==> src/sv/dsl_token_scanner_macros.svh <==
// assertion macros shared by the token scanner rtl
// expects clk and rst_n in the scope of each use
`ifndef DSL_TOKEN_SCANNER_MACROS_SVH
`define DSL_TOKEN_SCANNER_MACROS_SVH

// same-cycle implication
`define DTS_ASSERT_IMP(lbl, ante, cons) \
  lbl: assert property (@(posedge clk) disable iff (!rst_n) (ante) |-> (cons)) \
    else $error("dts: same-cycle check failed");

// next-cycle implication
`define DTS_ASSERT_NXT(lbl, ante, cons) \
  lbl: assert property (@(posedge clk) disable iff (!rst_n) (ante) |=> (cons)) \
    else $error("dts: next-cycle check failed");

`endif

==> src/sv/dts_pkg.sv <==
// shared constants and types for the token scanner
// no dependencies
package dts_pkg;

  // fixed field widths
  localparam int KIND_W = 4;
  localparam int ERR_W  = 2;
  localparam int MANT_W = 32;
  localparam int FRAC_W = 4;
  localparam int CHAR_W = 8;

  // token kinds
  localparam logic [KIND_W-1:0] K_INT   = 4'd0;
  localparam logic [KIND_W-1:0] K_DEC   = 4'd1;
  localparam logic [KIND_W-1:0] K_IDENT = 4'd2;
  localparam logic [KIND_W-1:0] K_LPAR  = 4'd3;
  localparam logic [KIND_W-1:0] K_RPAR  = 4'd4;
  localparam logic [KIND_W-1:0] K_LBRK  = 4'd5;
  localparam logic [KIND_W-1:0] K_RBRK  = 4'd6;
  localparam logic [KIND_W-1:0] K_COMMA = 4'd7;
  localparam logic [KIND_W-1:0] K_REPL  = 4'd8;
  localparam logic [KIND_W-1:0] K_NULL  = 4'd9;
  localparam logic [KIND_W-1:0] K_END   = 4'd10;
  localparam logic [KIND_W-1:0] K_ERR   = 4'd11;

  // error codes
  localparam logic [ERR_W-1:0] E_NONE    = 2'd0;
  localparam logic [ERR_W-1:0] E_BADCHAR = 2'd1;
  localparam logic [ERR_W-1:0] E_TWOPT   = 2'd2;
  localparam logic [ERR_W-1:0] E_NOFRAC  = 2'd3;

  // characters
  localparam logic [CHAR_W-1:0] CH_NUL    = 8'h00;
  localparam logic [CHAR_W-1:0] CH_TAB    = 8'h09;
  localparam logic [CHAR_W-1:0] CH_LF     = 8'h0a;
  localparam logic [CHAR_W-1:0] CH_SPACE  = 8'h20;
  localparam logic [CHAR_W-1:0] CH_PCT    = 8'h25;
  localparam logic [CHAR_W-1:0] CH_LPAR   = 8'h28;
  localparam logic [CHAR_W-1:0] CH_RPAR   = 8'h29;
  localparam logic [CHAR_W-1:0] CH_COMMA  = 8'h2c;
  localparam logic [CHAR_W-1:0] CH_MINUS  = 8'h2d;
  localparam logic [CHAR_W-1:0] CH_DOT    = 8'h2e;
  localparam logic [CHAR_W-1:0] CH_0      = 8'h30;
  localparam logic [CHAR_W-1:0] CH_9      = 8'h39;
  localparam logic [CHAR_W-1:0] CH_UA     = 8'h41;
  localparam logic [CHAR_W-1:0] CH_UZ     = 8'h5a;
  localparam logic [CHAR_W-1:0] CH_LBRK   = 8'h5b;
  localparam logic [CHAR_W-1:0] CH_RBRK   = 8'h5d;
  localparam logic [CHAR_W-1:0] CH_USCORE = 8'h5f;
  localparam logic [CHAR_W-1:0] CH_LA     = 8'h61;
  localparam logic [CHAR_W-1:0] CH_LZ     = 8'h7a;

  // queue between front and back
  localparam int QUEUE_DEPTH = 4;
  localparam int QPTR_W      = $clog2(QUEUE_DEPTH);
  localparam int QCNT_W      = $clog2(QUEUE_DEPTH + 1);

  // queue status seen by both sides
  typedef struct packed {
    logic full;
    logic empty;
  } q_stat_t;

endpackage

==> src/sv/dts_front.sv <==
// scanner front end: position counters, scan mode and token classification
// depends on dts_pkg and dsl_token_scanner_macros.svh
`include "dsl_token_scanner_macros.svh"

module dts_front #(
  parameter int POSITION_BITS = 16,
  parameter int LENGTH_BITS   = 8,
  parameter int ENT_W         = 1
) (
  input  logic                        clk,
  input  logic                        rst_n,
  input  logic                        in_valid,
  output logic                        in_ready,
  input  logic [dts_pkg::CHAR_W-1:0]  in_char_code,
  input  dts_pkg::q_stat_t            q_stat,
  output logic                        push,
  output logic [ENT_W-1:0]            entry
);

  localparam int P = POSITION_BITS;
  localparam int L = LENGTH_BITS;
  localparam logic [P-1:0] PMAX     = {P{1'b1}};
  localparam logic [P-1:0] LINE_ONE = P'(1);
  localparam logic [L-1:0] LMAX     = {L{1'b1}};
  localparam logic [L-1:0] LEN_ONE  = L'(1);

  // scan modes
  localparam logic [2:0] MODE_IDLE  = 3'd0;
  localparam logic [2:0] MODE_DIGIT = 3'd1;
  localparam logic [2:0] MODE_OTHER = 3'd2;
  localparam logic [2:0] MODE_IDENT = 3'd3;
  localparam logic [2:0] MODE_REPL  = 3'd4;
  localparam logic [2:0] MODE_DEAD  = 3'd5;

  logic [2:0]                   mode_r, mode_nxt;
  logic [P-1:0]                 line_r, line_nxt, col_r, col_nxt;
  logic [P-1:0]                 sline_r, sline_nxt, scol_r, scol_nxt;
  logic [dts_pkg::MANT_W-1:0]   val_r, val_nxt;
  logic [dts_pkg::FRAC_W-1:0]   frac_r, frac_nxt;
  logic                         seen_r, seen_nxt, neg_r, neg_nxt, usc_r, usc_nxt;
  logic [L-1:0]                 len_r, len_nxt;

  logic [dts_pkg::CHAR_W-1:0]   c;
  logic                         in_fire, done;
  logic                         is_digit, is_alpha, is_name;
  logic [3:0]                   dig;
  logic [P-1:0]                 pos_line, pos_col;

  // first token: the one the byte ends
  logic                         a_vld;
  logic [dts_pkg::KIND_W-1:0]   a_kind;
  logic [dts_pkg::ERR_W-1:0]    a_err;
  logic [P-1:0]                 a_line, a_col;
  logic [dts_pkg::MANT_W-1:0]   a_mant;
  logic [dts_pkg::FRAC_W-1:0]   a_frac;
  logic [L-1:0]                 a_len;
  // second token: the one the byte forms itself
  logic                         b_vld;
  logic [dts_pkg::KIND_W-1:0]   b_kind;
  logic [dts_pkg::ERR_W-1:0]    b_err;

  logic [ENT_W/2-1:0]           tok_a, tok_b;

  assign c        = in_char_code;
  assign in_ready = !q_stat.full;
  assign in_fire  = in_valid && in_ready;
  assign dig      = c[3:0];
  assign is_digit = (c >= dts_pkg::CH_0) && (c <= dts_pkg::CH_9);
  assign is_alpha = ((c >= dts_pkg::CH_LA) && (c <= dts_pkg::CH_LZ)) ||
                    ((c >= dts_pkg::CH_UA) && (c <= dts_pkg::CH_UZ));
  assign is_name  = is_alpha || is_digit || (c == dts_pkg::CH_USCORE);

  // position update, then token logic
  always_comb begin
    pos_line = line_r;
    pos_col  = col_r;
    if (c == dts_pkg::CH_LF) begin
      if (line_r != PMAX) pos_line = line_r + LINE_ONE;
      pos_col = '0;
    end else if (col_r != PMAX) begin
      pos_col = col_r + LINE_ONE;
    end

    mode_nxt  = mode_r;
    line_nxt  = pos_line;
    col_nxt   = pos_col;
    sline_nxt = sline_r;
    scol_nxt  = scol_r;
    val_nxt   = val_r;
    frac_nxt  = frac_r;
    seen_nxt  = seen_r;
    neg_nxt   = neg_r;
    len_nxt   = len_r;
    usc_nxt   = usc_r;
    done      = 1'b0;

    a_vld  = 1'b0;
    a_kind = dts_pkg::K_INT;
    a_err  = dts_pkg::E_NONE;
    a_line = sline_r;
    a_col  = scol_r;
    a_mant = '0;
    a_frac = '0;
    a_len  = '0;
    b_vld  = 1'b0;
    b_kind = dts_pkg::K_END;
    b_err  = dts_pkg::E_NONE;

    // continue or close the open token
    if (mode_r == MODE_DIGIT || mode_r == MODE_OTHER) begin
      if (is_digit) begin
        if (seen_r && frac_r != 4'd15) frac_nxt = frac_r + 4'd1;
        val_nxt  = (val_r << 3) + (val_r << 1) + {28'd0, dig};
        mode_nxt = MODE_DIGIT;
        done     = 1'b1;
      end else if (c == dts_pkg::CH_MINUS) begin
        if (neg_r || val_r != '0) begin
          a_vld    = 1'b1;
          a_kind   = dts_pkg::K_ERR;
          a_err    = dts_pkg::E_BADCHAR;
          a_line   = pos_line;
          a_col    = pos_col;
          mode_nxt = MODE_DEAD;
        end else begin
          neg_nxt  = 1'b1;
          mode_nxt = MODE_OTHER;
          done     = 1'b1;
        end
      end else if (c == dts_pkg::CH_DOT && mode_r == MODE_DIGIT) begin
        if (seen_r) begin
          a_vld    = 1'b1;
          a_kind   = dts_pkg::K_ERR;
          a_err    = dts_pkg::E_TWOPT;
          mode_nxt = MODE_DEAD;
        end else begin
          seen_nxt = 1'b1;
          mode_nxt = MODE_OTHER;
          done     = 1'b1;
        end
      end else if (seen_r && frac_r == '0) begin
        a_vld    = 1'b1;
        a_kind   = dts_pkg::K_ERR;
        a_err    = dts_pkg::E_NOFRAC;
        mode_nxt = MODE_DEAD;
      end else begin
        a_vld    = 1'b1;
        a_kind   = seen_r ? dts_pkg::K_DEC : dts_pkg::K_INT;
        a_mant   = neg_r ? (32'd0 - val_r) : val_r;
        a_frac   = seen_r ? frac_r : 4'd0;
        mode_nxt = MODE_IDLE;
      end
    end else if (mode_r == MODE_IDENT || mode_r == MODE_REPL) begin
      if (is_name) begin
        if (len_r != LMAX) len_nxt = len_r + LEN_ONE;
        done = 1'b1;
      end else begin
        a_vld = 1'b1;
        a_len = len_r;
        if (mode_r == MODE_REPL) a_kind = dts_pkg::K_REPL;
        else if (len_r == LEN_ONE && usc_r) a_kind = dts_pkg::K_NULL;
        else a_kind = dts_pkg::K_IDENT;
        mode_nxt = MODE_IDLE;
      end
    end

    // the byte on its own
    if (!done) begin
      if (c == dts_pkg::CH_NUL) begin
        b_vld     = 1'b1;
        b_kind    = dts_pkg::K_END;
        mode_nxt  = MODE_IDLE;
        line_nxt  = LINE_ONE;
        col_nxt   = '0;
        sline_nxt = '0;
        scol_nxt  = '0;
        val_nxt   = '0;
        frac_nxt  = '0;
        seen_nxt  = 1'b0;
        neg_nxt   = 1'b0;
        len_nxt   = '0;
        usc_nxt   = 1'b0;
      end else if (mode_nxt != MODE_DEAD) begin
        mode_nxt = MODE_IDLE;
        case (c) inside
          dts_pkg::CH_SPACE, dts_pkg::CH_TAB, dts_pkg::CH_LF: begin
          end
          dts_pkg::CH_LPAR: begin
            b_vld  = 1'b1;
            b_kind = dts_pkg::K_LPAR;
          end
          dts_pkg::CH_RPAR: begin
            b_vld  = 1'b1;
            b_kind = dts_pkg::K_RPAR;
          end
          dts_pkg::CH_LBRK: begin
            b_vld  = 1'b1;
            b_kind = dts_pkg::K_LBRK;
          end
          dts_pkg::CH_RBRK: begin
            b_vld  = 1'b1;
            b_kind = dts_pkg::K_RBRK;
          end
          dts_pkg::CH_COMMA: begin
            b_vld  = 1'b1;
            b_kind = dts_pkg::K_COMMA;
          end
          dts_pkg::CH_PCT, dts_pkg::CH_MINUS, [dts_pkg::CH_0:dts_pkg::CH_9],
          [dts_pkg::CH_LA:dts_pkg::CH_LZ], [dts_pkg::CH_UA:dts_pkg::CH_UZ],
          dts_pkg::CH_USCORE: begin
            // open a new token here
            sline_nxt = pos_line;
            scol_nxt  = pos_col;
            val_nxt   = '0;
            frac_nxt  = '0;
            seen_nxt  = 1'b0;
            neg_nxt   = 1'b0;
            len_nxt   = '0;
            usc_nxt   = 1'b0;
            if (c == dts_pkg::CH_PCT) begin
              mode_nxt = MODE_REPL;
            end else if (is_digit) begin
              val_nxt  = {28'd0, dig};
              mode_nxt = MODE_DIGIT;
            end else if (c == dts_pkg::CH_MINUS) begin
              neg_nxt  = 1'b1;
              mode_nxt = MODE_OTHER;
            end else begin
              len_nxt  = LEN_ONE;
              usc_nxt  = (c == dts_pkg::CH_USCORE);
              mode_nxt = MODE_IDENT;
            end
          end
          default: begin
            b_vld    = 1'b1;
            b_kind   = dts_pkg::K_ERR;
            b_err    = dts_pkg::E_BADCHAR;
            mode_nxt = MODE_DEAD;
          end
        endcase
      end
    end
  end

  // pack the request: {two tokens, second, first}
  assign tok_a = {a_kind, a_err, a_line, a_col, a_mant, a_frac, a_len};
  assign tok_b = {b_kind, b_err, pos_line, pos_col, {dts_pkg::MANT_W{1'b0}},
                  {dts_pkg::FRAC_W{1'b0}}, {L{1'b0}}};
  assign push  = in_fire && (a_vld || b_vld);
  assign entry = {a_vld && b_vld, tok_b, a_vld ? tok_a : tok_b};

  // scanner state
  always_ff @(posedge clk) begin
    if (!rst_n) begin
      mode_r  <= MODE_IDLE;
      line_r  <= LINE_ONE;
      col_r   <= '0;
      sline_r <= '0;
      scol_r  <= '0;
      val_r   <= '0;
      frac_r  <= '0;
      seen_r  <= 1'b0;
      neg_r   <= 1'b0;
      len_r   <= '0;
      usc_r   <= 1'b0;
    end else if (in_fire) begin
      mode_r  <= mode_nxt;
      line_r  <= line_nxt;
      col_r   <= col_nxt;
      sline_r <= sline_nxt;
      scol_r  <= scol_nxt;
      val_r   <= val_nxt;
      frac_r  <= frac_nxt;
      seen_r  <= seen_nxt;
      neg_r   <= neg_nxt;
      len_r   <= len_nxt;
      usc_r   <= usc_nxt;
    end
  end

  // checks
  `DTS_ASSERT_NXT(a_end_resets, in_fire && (in_char_code == dts_pkg::CH_NUL),
                  (mode_r == MODE_IDLE) && (line_r == LINE_ONE) && (col_r == '0))
  `DTS_ASSERT_IMP(a_dead_silent,
                  in_fire && (mode_r == MODE_DEAD) && (in_char_code != dts_pkg::CH_NUL),
                  !push)
  `DTS_ASSERT_IMP(a_push_room, push, !q_stat.full)

endmodule

==> src/sv/dts_queue.sv <==
// request queue between scanner front and token emitter
// depends on dts_pkg
module dts_queue #(
  parameter int ENT_W = 1
) (
  input  logic             clk,
  input  logic             rst_n,
  input  logic             push,
  input  logic [ENT_W-1:0] push_data,
  input  logic             pop,
  output logic [ENT_W-1:0] head,
  output dts_pkg::q_stat_t stat
);

  logic [ENT_W-1:0]           mem [dts_pkg::QUEUE_DEPTH];
  logic [dts_pkg::QPTR_W-1:0] wr_ptr_r, rd_ptr_r;
  logic [dts_pkg::QCNT_W-1:0] count_r, count_nxt;

  assign head       = mem[rd_ptr_r];
  assign stat.full  = (count_r == dts_pkg::QCNT_W'(dts_pkg::QUEUE_DEPTH));
  assign stat.empty = (count_r == '0);

  // occupancy
  always_comb begin
    case ({push, pop})
      2'b10:   count_nxt = count_r + 1'b1;
      2'b01:   count_nxt = count_r - 1'b1;
      default: count_nxt = count_r;
    endcase
  end

  // pointers
  always_ff @(posedge clk) begin
    if (!rst_n) begin
      wr_ptr_r <= '0;
      rd_ptr_r <= '0;
      count_r  <= '0;
    end else begin
      if (push) wr_ptr_r <= wr_ptr_r + 1'b1;
      if (pop)  rd_ptr_r <= rd_ptr_r + 1'b1;
      count_r <= count_nxt;
    end
  end

  // storage
  always_ff @(posedge clk) begin
    if (push) mem[wr_ptr_r] <= push_data;
  end

endmodule

==> src/sv/dts_back.sv <==
// token emitter: output register plus a slot for the second token of a byte
// depends on dts_pkg and dsl_token_scanner_macros.svh
`include "dsl_token_scanner_macros.svh"

module dts_back #(
  parameter int POSITION_BITS = 16,
  parameter int LENGTH_BITS   = 8,
  parameter int ENT_W         = 1
) (
  input  logic                         clk,
  input  logic                         rst_n,
  input  logic [ENT_W-1:0]             head,
  input  dts_pkg::q_stat_t             q_stat,
  output logic                         q_pop,
  output logic                         out_valid,
  input  logic                         out_ready,
  output logic [dts_pkg::KIND_W-1:0]   out_token_kind,
  output logic [dts_pkg::ERR_W-1:0]    out_error_code,
  output logic [POSITION_BITS-1:0]     out_token_line,
  output logic [POSITION_BITS-1:0]     out_token_column,
  output logic signed [dts_pkg::MANT_W-1:0] out_mantissa,
  output logic [dts_pkg::FRAC_W-1:0]   out_fraction_digits,
  output logic [LENGTH_BITS-1:0]       out_lexeme_length,
  output logic                         out_last_of_run
);

  localparam int P     = POSITION_BITS;
  localparam int L     = LENGTH_BITS;
  localparam int TOK_W = (ENT_W - 1) / 2;
  // field offsets inside one token
  localparam int O_LEN  = 0;
  localparam int O_FRAC = O_LEN + L;
  localparam int O_MANT = O_FRAC + dts_pkg::FRAC_W;
  localparam int O_COL  = O_MANT + dts_pkg::MANT_W;
  localparam int O_LINE = O_COL + P;
  localparam int O_ERR  = O_LINE + P;
  localparam int O_KIND = O_ERR + dts_pkg::ERR_W;

  logic             out_valid_r, sec_valid_r, last_r;
  logic [TOK_W-1:0] tok_r, sec_r;
  logic             load, two;

  assign two   = head[ENT_W-1];
  assign load  = !out_valid_r || out_ready;
  assign q_pop = load && !sec_valid_r && !q_stat.empty;

  // output valid and pending second token
  always_ff @(posedge clk) begin
    if (!rst_n) begin
      out_valid_r <= 1'b0;
      sec_valid_r <= 1'b0;
    end else if (load) begin
      if (sec_valid_r) begin
        out_valid_r <= 1'b1;
        sec_valid_r <= 1'b0;
      end else if (!q_stat.empty) begin
        out_valid_r <= 1'b1;
        sec_valid_r <= two;
      end else begin
        out_valid_r <= 1'b0;
      end
    end
  end

  // token payload
  always_ff @(posedge clk) begin
    if (load) begin
      if (sec_valid_r) begin
        tok_r  <= sec_r;
        last_r <= 1'b1;
      end else if (!q_stat.empty) begin
        tok_r  <= head[TOK_W-1:0];
        sec_r  <= head[2*TOK_W-1:TOK_W];
        last_r <= !two;
      end
    end
  end

  assign out_valid           = out_valid_r;
  assign out_token_kind      = tok_r[O_KIND +: dts_pkg::KIND_W];
  assign out_error_code      = tok_r[O_ERR +: dts_pkg::ERR_W];
  assign out_token_line      = tok_r[O_LINE +: P];
  assign out_token_column    = tok_r[O_COL +: P];
  assign out_mantissa        = tok_r[O_MANT +: dts_pkg::MANT_W];
  assign out_fraction_digits = tok_r[O_FRAC +: dts_pkg::FRAC_W];
  assign out_lexeme_length   = tok_r[O_LEN +: L];
  assign out_last_of_run     = last_r;

  // checks
  `DTS_ASSERT_IMP(a_sec_shown, sec_valid_r, out_valid_r)
  `DTS_ASSERT_IMP(a_pop_nonempty, q_pop, !q_stat.empty && !sec_valid_r)
  `DTS_ASSERT_NXT(a_drain, out_valid_r && out_ready && !sec_valid_r && q_stat.empty,
                  !out_valid_r)

endmodule

==> src/sv/dsl_token_scanner.sv <==
// token scanner for a small effect language, top level
// depends on dts_pkg, dts_front, dts_queue and dts_back
//
// Usage: one character byte per request on the in_ channel; a zero byte
// ends the text and emits an end token. Tokens leave on the out_ channel,
// one per request, with last_of_run set on the final token a byte causes.
// A number, name or replacement is known only when the byte after it
// arrives, so one byte can cause two tokens, which leave one after the other.
// Path: the front classifies a byte combinationally and writes the queue
// when the byte is accepted; the back end loads its output register from
// the queue head, and a second token from the same byte follows from its slot.
// Throughput: one byte per cycle while the queue has room; the front's
// combinational classify and times-ten accumulate allow it. The output side
// drains one token per cycle while out_ready is high, bounding two-token runs.
// Reset: synchronous, active low; line starts at 1, column at 0, queue
// and output empty.
// Stall: when out_ready is low the output holds; the four-entry queue
// absorbs bytes until full, then in_ready drops.
module dsl_token_scanner #(
  parameter int POSITION_BITS = 16,
  parameter int LENGTH_BITS   = 8
) (
  input  logic                              clk,
  input  logic                              rst_n,
  input  logic                              in_valid,
  output logic                              in_ready,
  input  logic [dts_pkg::CHAR_W-1:0]        in_char_code,
  output logic                              out_valid,
  input  logic                              out_ready,
  output logic [dts_pkg::KIND_W-1:0]        out_token_kind,
  output logic [dts_pkg::ERR_W-1:0]         out_error_code,
  output logic [POSITION_BITS-1:0]          out_token_line,
  output logic [POSITION_BITS-1:0]          out_token_column,
  output logic signed [dts_pkg::MANT_W-1:0] out_mantissa,
  output logic [dts_pkg::FRAC_W-1:0]        out_fraction_digits,
  output logic [LENGTH_BITS-1:0]            out_lexeme_length,
  output logic                              out_last_of_run
);

  localparam int TOK_W = dts_pkg::KIND_W + dts_pkg::ERR_W + 2 * POSITION_BITS +
                         dts_pkg::MANT_W + dts_pkg::FRAC_W + LENGTH_BITS;
  localparam int ENT_W = 1 + 2 * TOK_W;

  dts_pkg::q_stat_t q_stat;
  logic             push, q_pop;
  logic [ENT_W-1:0] entry, head;

  dts_front #(
    .POSITION_BITS (POSITION_BITS),
    .LENGTH_BITS   (LENGTH_BITS),
    .ENT_W         (ENT_W)
  ) u_front (
    .clk          (clk),
    .rst_n        (rst_n),
    .in_valid     (in_valid),
    .in_ready     (in_ready),
    .in_char_code (in_char_code),
    .q_stat       (q_stat),
    .push         (push),
    .entry        (entry)
  );

  dts_queue #(
    .ENT_W (ENT_W)
  ) u_queue (
    .clk       (clk),
    .rst_n     (rst_n),
    .push      (push),
    .push_data (entry),
    .pop       (q_pop),
    .head      (head),
    .stat      (q_stat)
  );

  dts_back #(
    .POSITION_BITS (POSITION_BITS),
    .LENGTH_BITS   (LENGTH_BITS),
    .ENT_W         (ENT_W)
  ) u_back (
    .clk                 (clk),
    .rst_n               (rst_n),
    .head                (head),
    .q_stat              (q_stat),
    .q_pop               (q_pop),
    .out_valid           (out_valid),
    .out_ready           (out_ready),
    .out_token_kind      (out_token_kind),
    .out_error_code      (out_error_code),
    .out_token_line      (out_token_line),
    .out_token_column    (out_token_column),
    .out_mantissa        (out_mantissa),
    .out_fraction_digits (out_fraction_digits),
    .out_lexeme_length   (out_lexeme_length),
    .out_last_of_run     (out_last_of_run)
  );

endmodule

==> config.mk <==
export PLATFORM = sky130hd
export DESIGN_NAME = dsl_token_scanner
export DESIGN_NICKNAME = d
export VERILOG_FILES = /design/src/sv/dts_pkg.sv /design/src/sv/dts_front.sv /design/src/sv/dts_queue.sv /design/src/sv/dts_back.sv /design/src/sv/dsl_token_scanner.sv
export VERILOG_INCLUDE_DIRS = /design/src /design/src/sv
export SDC_FILE = /design/constraint.sdc
export NUM_CORES = 1
export LEC_CHECK = 0
export BUFFER_PORTS_ARGS = -buffer_cell sky130_fd_sc_hd__buf_2
export CAP_MARGIN = 20
export CORE_UTILIZATION = 44
export DETAILED_ROUTE_END_ITERATION = 16
export PLACE_DENSITY_LB_ADDON = 0.1
export SLEW_MARGIN = 25
export SYNTH_ARGS = -nofsm -noshare
export SYNTH_HDL_FRONTEND = slang
export SYNTH_SLANG_ARGS = --single-unit
==> constraint.sdc <==
create_clock -name clk -period 7.54 [get_ports clk]
set_input_delay 0.377 -clock clk [delete_from_list [all_inputs] [get_ports clk]]
set_output_delay 0.377 -clock clk [all_outputs]
set_load 0.01 [all_outputs]
# == Word level (Yosys, flattened, before mapping) ==
# Memories as Yosys holds them, arrays and structs flattened. A register that Yosys moved wholly into a read port is not among the register bits.
# Cells that the tools add are included.
# totals
elab_cells,345
ram_bits,484
inputBits,12
out_inout_bits,85
ff_bits,288
mem_count,1
# memory_table
memory,depth,word_bits,read_ports,rd_clocked_by_memory_dff,wr,line,source
u_queue.mem,4,121,1,1,1,dts_queue.sv:15,logic [ENT_W-1:0] mem [dts_pkg::QUEUE_DEPTH];
# op_classes
eq_ne,32
bitwise,3
reduce_logical,37
order_cmp,6
addsub,11
muxes,236
# op_table
op,count
$mux 32,19
$mux 16,34
$mux 82,3
$mux 4,40
$mux 8,19
$mux 1,82
$mux 3,21
$eq 8x6->1 const B,7
$mux 2,17
$add 16x1->16 const B,2
$add 32x32->32,1
$add 32x4->32,1
$ne 16x16->1 const B,2
$reduce_bool 32->1,1
$sub 1x32->32 const A,1
$eq 8x7->1 const B,3
$eq 8x4->1 const B,2
$ge 8x7->1 const B,2
$le 8x7->1 const B,2
$logic_and 1x1->1,12
$ne 2x1->1 const B,6
$reduce_and 10->1,1
$add 8x1->8 const B,1
$eq 8x1->1 const B,1
27 further kinds,45

# == Logic depth before layout (Yosys ltp) ==
# Gate-level depths: netlist (run 1).
# logic_depth
ltp_word,18
depth_mapped,17
depth_no_buf,16

# == Cells and area by module ==
# From an unflattened synthesis (run 1), not the netlist that was laid out.
# unflattened
cells_unflattened,2325
hier_area_um2,39576.7
# by_module_without_submodules
mod,seq_area_each_um2,area_each_um2,n_inst,cells_per_inst
dts_queue,19999.2,24400.9,1,908
dts_front,2282.2,9112.5,1,1147
dts_back,4994.8,6063.3,1,270

# == Worst setup path after synthesis (run 1) ==
# OpenSTA, ideal clock, no wires.
# synth_path
kind,reg-to-reg
startpoint,reg u_front.val_r[13] (netlist name)
endpoint,"mem u_queue.mem[0][0] (netlist name), enable pin"
period_less_slack_ns,5.881
arrival_time_ns,5.387
setup_ns,0.494
setup_slack_ns,1.659
path_stages_with_launch,9
n_path_buf,0
cell_sequence,dfxtp_1 or4_4 or4_4 nor4_4 a21boi_2 o21ai_4 a221oi_4 o211ai_1 and3_1
# synth_via
elab_chain_cells,14
elab_cells_between_ends,22
classes_between,eq/ne: 1; mux: 17; reduce/logical: 4
# synth_lines
element,line,source
start: declaration,dts_front.sv:38,"logic [dts_pkg::MANT_W-1:0] val_r, val_nxt;"
start signal: assignment,dts_front.sv:271,val_r <= val_nxt;
$reduce_bool 32->1 *,dts_front.sv:117,if (neg_r || val_r != '0) begin
$logic_or 1x1->1 *,dts_front.sv:117,
$mux 3,dts_front.sv:117,
$mux 3,dts_front.sv:116,end else if (c == dts_pkg::CH_MINUS) begin
$mux 3,dts_front.sv:111,if (is_digit) begin
$mux 3,dts_front.sv:110,if (mode_r == MODE_DIGIT || mode_r == MODE_OTHER) begin
$ne 3x3->1,dts_front.sv:182,end else if (mode_nxt != MODE_DEAD) begin
$mux 1,dts_front.sv:182,
$mux 1,dts_front.sv:168,if (c == dts_pkg::CH_NUL) begin
$mux 1,dts_front.sv:167,if (!done) begin
$logic_or 1x1->1 *,dts_front.sv:248,assign push = in_fire && (a_vld || b_vld);
$logic_and 1x1->1 *,dts_front.sv:248,
$mux 1 *,dts_queue.sv:47,if (push) mem[wr_ptr_r] <= push_data;
$mux 1 (not written as such) *,dts_queue.sv:47,
end: declaration,dts_queue.sv:15,
# Mark *: on every way between the ends. The rest lies on a longest branch, timed or not.

# == Worst setup path after layout (run 1) ==
# layout_path
startpoint,reg u_front.val_r[13] (netlist name)
endpoint,"mem u_queue.mem[2][27] (netlist name), enable pin"
# The elaborated chain is that of the path after synthesis.

==> results.sh, run 1 <==
export IMPL_status="completed"
export IMPL_critPathMaxFanout=47
export IMPL_grt_usage_pct=20.3
export IMPL_slew_violations=0
export IMPL_grt_overflow_total=0
export IMPL_critPathLaunchType="register"
export IMPL_hold_path_class="in2reg"
export IMPL_core_um2=70100
export IMPL_grt_max_degree=88
export IMPL_critPathTopFamily="simple AND/OR/NAND/NOR gates"
export IMPL_finalSetupViolCount=0
export IMPL_totalWireLength_um=71700
export IMPL_fin_crit_sh_pct=65.7
export IMPL_ys_top_cells_by_area="edfxtp_1 58%, mux4_2 8.7%, dfxtp_1 8.0%"
export IMPL_relSlewSlack_pct=32.8
export IMPL_cts_clk_slew_worst_paths_ns=0.06
export IMPL_cts_sinks=725
export IMPL_fin_crit_ns=4.96
export IMPL_dr_total_vias=17841
export IMPL_drcViolationCount=0
export IMPL_rsz0062_at_grt="no"
export IMPL_required_ns=7.78
export IMPL_syn_area_um2=31200
export IMPL_fmax_mhz=202
export IMPL_hold_depth=4
export IMPL_cts_inserted_buffers=79
export IMPL_synthTopCellsByCount="600 x edfxtp_1, 139 x nor2_1, 125 x dfxtp_1"
export IMPL_synth_simple_area_share_pct=8.48
export IMPL_layout_drive_gt1_share_pct=21.2
export IMPL_yosys_area_share_adder_pct=3.00
export IMPL_worstMarginPinSlew_ns=0.998
export IMPL_grt_pass1_vias=18442
export IMPL_synth_edf_count=600
export IMPL_ctsResizeCount=0
export IMPL_initial_utilization_pct=44.5
export IMPL_synth_top_family_by_area="multiplexers"
export IMPL_die_y_um=268
export IMPL_drtPass1Iterations=6
export IMPL_hold_buffers=0
export IMPL_ff2ff_path_depth=9
export IMPL_yosysMostFrequentCell="edfxtp_1"
export IMPL_synth_top_area_share_pct=57.7
export IMPL_grt_pass1_wl_um=110000
export IMPL_slowest_stage="and3_4"
export IMPL_syn_area_per_cell_um2=15.0
export IMPL_dpl_worst_slack_ns=2.44
export IMPL_post_cts_buffers=0
export IMPL_wl_per_cell_um=22.5
export IMPL_cts_root_buf="clkbuf_16"
export IMPL_pin_count=97
export IMPL_antenna_found_initial=2
export IMPL_clk_latency_ns=0.63
export IMPL_crit_chain="or4_4, or4_4, nor4_4, a21boi_2, o21ai_4, a221oi_4, o211ai_1, and3_4, buf_4"
export IMPL_worstSetupEndpointType="register"
export IMPL_yosysWarnings=0
export IMPL_via_per_inst=5.61
export IMPL_n_antenna_cell=0
export IMPL_yosysTopAreaCell="edfxtp_1"
export IMPL_path_buf_inv=1
export IMPL_synth_area_mux_share_pct=11.4
export IMPL_synth_xor_xnor_area_share_pct=2.50
export IMPL_tritoncts="yes"
export IMPL_hpwl_um=43200
export IMPL_yosysSeqAreaShare_pct=65.7
export IMPL_irDropWorstVdd_v=0.000191
export IMPL_power_w=0.0118
export IMPL_routabilityCongestion=0.906
export IMPL_finalNetCount=2262
export IMPL_finClkSkew_ns=0.0261
export IMPL_cp_data_arrival_time_ns=5.20
export IMPL_rows=97
export IMPL_p_leak_nw=12.1
export IMPL_n_fill_cell=6056
export IMPL_cp_num_cells=9
export IMPL_cts_max_level=3
export IMPL_timing_final_ws_setup_ns=2.58
export IMPL_setup_tns_ns=0
export IMPL_die_w_um=268
export IMPL_areaGrowthSynthToFinish_pct=13.3
export IMPL_clk_path_buf_depth=3
export IMPL_hold_violations=0
export IMPL_ant_nets=0
export IMPL_netlist_instances=2080
export IMPL_powerDensity_nw_per_um2=334
export IMPL_drtIter0Drc=1174
export IMPL_synthFlopType="edfxtp_1"
export IMPL_synth_compound_area_share_pct=7.01
export IMPL_die_area_um2=72000
export IMPL_synth_cell_types=85
export IMPL_crit_type="reg2reg"
export IMPL_maxCapViolCount=0
export IMPL_ys_seq_elements=725
export IMPL_async_flop_share_pct=0
export IMPL_cpMostUsedCell="or4_4"
export IMPL_portBuffers=96
export IMPL_syn_num_nets=2165
export IMPL_crit_path_max_incr_delay_ns=0.82
-- sequential cells by signal, summed over array words and instances (netlist names), 4 cells and up, named ones only --
signal           count
u_queue.mem        480
u_back.tok_r        82
u_back.sec_r        37
u_front.val_r       32
u_front.col_r       16
u_front.line_r      16
u_front.scol_r      16
u_front.sline_r     16
u_front.len_r        8
u_front.frac_r       4
-- worst register-to-register path, cell delays in order (launching register included) --
cell	delay, ns
dfxtp_1	0.39
or4_4	0.59
or4_4	0.59
nor4_4	0.44
a21boi_2	0.16
o21ai_4	0.13
a221oi_4	0.14
o211ai_1	0.59
and3_4	0.83
buf_4	0.70
-- through the flow --
| step | instance area [µm²] | hold slack (ns) | util [%] | std cells |
|---|---|---|---|---|
| 2_1_floorplan | 31200 | 0.429 | - | 2080 |
| 3_3_place_gp | 32800 | 0.442 | 46.7 | 3036 |
| 3_5_place_dp | 32800 | 0.448 | 46.7 | 3036 |
| 4_1_cts | 35400 | 0.156 | 50.4 | 3183 |
| 5_1_grt | 35400 | 0.174 | 50.4 | 3183 |
| 6_report | 35400 | 0.176 | 50.4 | 3183 |
-- metal layers --
metal	part of all wire (%)	wire length, µm	track usage [%]	vias up
met5	0.018	13	0	-
li1	-	-	-	8246
met2	49	34900	33.4	394
met3	4.5	3230	3.36	97
met4	2.0	1470	5.73	2
met1	45	32100	27.8	9102
-- layout make-up --
type	count	area [µm²]	share of cell area [%]
Clock buffer	104	2200	6.21
Tap cell	940	1180	3.32
Sequential cell	725	20500	58.0
Clock inverter	43	405	1.15
Multi-Input combinational cell	1202	10200	28.8
Inverter	44	165	0.467
Timing Repair Buffer	125	727	2.06
-- power breakdown --
part | total (W) | internal (W) | switching [W]
Clock | 0.00386 | 0.00229 | 0.00157
Sequential | 0.00546 | 0.00522 | 0.000239
Combinational | 0.00251 | 0.00103 | 0.00148
Total | 0.0118 | 0.00854 | 0.00328
-- cell families (layout without fill, tap and decap cells) --
| kind of cell | count (synthesis) | in the layout |
|---|---|---|
| muxes | 196 | 196 |
| adders and majority gates | 73 | 73 |
| buffers and inverters | 153 | 316 |
| DFF | 725 | 725 |
| xor gates and xnor gates | 89 | 89 |
| AOI/OAI and AO/OA | 329 | 329 |
| and+or+nand+nor | 515 | 515 |
-- cells in the final DEF (no fill, tap or decap), types with 7 or more instances in the layout --
cell / instances
edfxtp_1: 600
nor2_1: 137
dfxtp_1: 122
mux4_2: 120
nand2_1: 97
a21oi_1: 96
buf_2: 96
clkbuf_16: 83
o21ai_0: 72
ha_1: 70
mux2_2: 69
nand3_1: 58
nor2b_1: 57
xnor2_1: 46
inv_1: 43
xor2_1: 43
buf_4: 26
nand4_1: 25
nor3_1: 23
and3_1: 19
a22o_1: 18
a22oi_1: 17
clkbuf_1: 17
clkinv_1: 17
and2_1: 15
o31ai_1: 15
or3_1: 13
a21o_1: 12
clkinv_2: 12
a31oi_1: 10
nand2b_1: 8
mux2i_1: 7
or2_2: 7
o211ai_1: 7
o22ai_1: 7
bufinv_16: 7
-- worst paths after layout --
check,from,end,slack [ns]
worst max-delay path,u_front.val_r[13],u_queue.mem[2][27],2.58
worst min-delay path,out_ready,u_back.out_valid,0.18
worst max register to register,u_front.val_r[13],u_queue.mem[2][27],2.58
worst min register to register,u_front.scol_r[14],u_front.scol_r[14],0.47
Power figures use the tool's default switching activity.
==> inputs of run 2 (changes only) <==
==> constraint.sdc (replaced) <==
create_clock -name clk -period 4.9 [get_ports clk]
set_input_delay 0.245 -clock clk [delete_from_list [all_inputs] [get_ports clk]]
set_output_delay 0.245 -clock clk [all_outputs]
set_load 0.01 [all_outputs]
==> results.sh, run 2 (synthesis gave the netlist of run 1 again) <==
export IMPL_cts_max_level=3
export IMPL_layout_commonest_cell="edfxtp_1"
export IMPL_die_y_um=268
export IMPL_cts_sinks=725
export IMPL_cts_clk_slew_worst_paths_ns=0.06
export IMPL_rows=97
export IMPL_grt_pass1_wl_um=107000
export IMPL_grt_max_degree=84
export IMPL_n_fill_cell=5996
export IMPL_drtPass1Iterations=5
export IMPL_crit_chain="or4_4, or4_4, nor4_4, a211oi_1, o21a_1, nand3_1, o211ai_1, nand2_1, ha_1, inv_1, fa_1, xor2_1, or3_1, a21oi_1"
export IMPL_critPathTopFamily="simple AND/OR/NAND/NOR gates"
export IMPL_worstSetupEndpointType="register"
export IMPL_cpMostUsedCell="or4_4"
export IMPL_multi_input_area_um2=10100
export IMPL_routabilityCongestion=0.860
export IMPL_critPathLaunchType="register"
export IMPL_hold_path_class="in2reg"
export IMPL_fin_crit_ns=4.26
export IMPL_largest_reg_flops=480
export IMPL_fmax_mhz=235
export IMPL_grt_usage_pct=19.5
export IMPL_powerDensity_nw_per_um2=504
export IMPL_slew_violations=0
export IMPL_totalWireLength_um=68700
export IMPL_initial_utilization_pct=44.5
export IMPL_finalNetCount=2272
export IMPL_hpwl_um=42000
export IMPL_clk_latency_ns=0.61
export IMPL_die_area_um2=72000
export IMPL_path_buf_inv=1
export IMPL_portBuffers=96
export IMPL_drcViolationCount=0
export IMPL_p_leak_nw=12.1
export IMPL_pin_count=97
export IMPL_n_antenna_cell=0
export IMPL_cts_inserted_buffers=76
export IMPL_ant_nets=0
export IMPL_rsz0062_at_grt="no"
export IMPL_fin_crit_sh_pct=86.9
export IMPL_relSlewSlack_pct=35.5
export IMPL_worstMarginPinSlew_ns=0.967
export IMPL_status="completed"
export IMPL_die_w_um=268
export IMPL_antenna_found_initial=2
export IMPL_crit_type="reg2reg"
export IMPL_critPathMaxFanout=8
export IMPL_slowest_stage="or4_4"
export IMPL_cp_data_arrival_time_ns=4.78
export IMPL_crit_path_max_incr_delay_ns=0.59
export IMPL_areaGrowthSynthToFinish_pct=13.4
export IMPL_grt_overflow_total=0
export IMPL_setup_tns_ns=0
export IMPL_required_ns=5.43
export IMPL_finClkSkew_ns=0.0212
export IMPL_cts_root_buf="clkbuf_16"
export IMPL_final_area_um2=35400
export IMPL_wl_per_cell_um=21.5
export IMPL_tritoncts="yes"
export IMPL_drtIter0Drc=1129
export IMPL_irDropWorstVdd_v=0.000374
export IMPL_timing_final_ws_setup_ns=0.643
export IMPL_regArea_um2=20500
export IMPL_finalSetupViolCount=0
export IMPL_ctsResizeCount=0
export IMPL_clk_path_buf_depth=3
export IMPL_layoutNonFillerInstCount=3190
export IMPL_hold_violations=0
export IMPL_grt_pass1_vias=18252
export IMPL_fin_util_pct=50.5
export IMPL_dpl_cell_count=3048
export IMPL_top_regs="u_queue.mem x480, u_back.tok_r x82, u_back.sec_r x37"
export IMPL_layout_common_cells="600 x edfxtp_1, 138 x nor2_1, 122 x dfxtp_1"
export IMPL_dr_total_vias=17815
export IMPL_via_per_inst=5.58
export IMPL_top_register="u_queue.mem"
export IMPL_maxCapViolCount=0
export IMPL_layout_drive_gt1_share_pct=21.2
export IMPL_dpl_worst_slack_ns=0.645
export IMPL_core_um2=70100
export IMPL_place_area_um2=33000
run 2: cell types whose count changed in the layout (fill, tap and decap cells not counted), moves of 2 or more:
cell,delta
inv_6,+2
buf_12,+10
clkbuf_1,+5
clkbuf_16,-5
clkinvlp_4,-3
buf_4,+3
clkinv_1,-3
run 2: final cells by class:
type	instances	area share, %
Clock inverter	38	1.04
Tap cell	940	3.32
Multi-Input combinational cell	1202	28.7
Clock buffer	103	5.86
Timing Repair Buffer	138	2.68
Sequential cell	725	58.0
Inverter	44	0.466
run 2: worst paths after layout:
| path | end | slack, ns | start | cells past startpoint |
|---|---|---|---|---|
| worst min-delay path | u_back.out_valid | 0.04 | out_ready | 4 |
| worst max-delay path | u_queue.count_r[2] | 0.64 | u_front.val_r[13] | 14 |
| worst max register to register | u_queue.count_r[2] | 0.64 | u_front.val_r[13] | 14 |
| worst min register to register | u_front.scol_r[14] | 0.46 | u_front.scol_r[14] | 1 |
run 2: tightest hold or removal path, delay by kind of cell:
family,cells,cell delay [ns]
compound gates,1,0.06
buf+inv,2,0.17
simple gates,1,0.11
run 2: stage by stage:
stage | total power [W] | hold slack (ns)
final | 0.0179 | 0.0385
after global routing | 0.0187 | 0.0652
after CTS | 0.0182 | 0.0150
after detailed placement | 0.0125 | 0.444
after global placement | 0.0124 | 0.440
after floorplan | 0.0110 | 0.429
run 2: per-layer routing:
layer	track usage, %	wire length (µm)	vias to the layer above
met5	0	0	-
met4	5.87	1460	0
met3	2.76	2780	91
met2	32.1	33700	379
met1	26.8	30800	9062
li1	-	-	8283
run 2: timing repair:
action | CTS | global route
hold endpoints to repair | 1 | 0
hold buffers | 1 | 0
setup buffers | 0 | 0
run 2: report_power, final:
group / total (W) / switching (W) / internal (W)
Sequential: 0.00839 / 0.000367 / 0.00802
Clock: 0.00566 / 0.00236 / 0.00330
Combinational: 0.00381 / 0.00216 / 0.00165
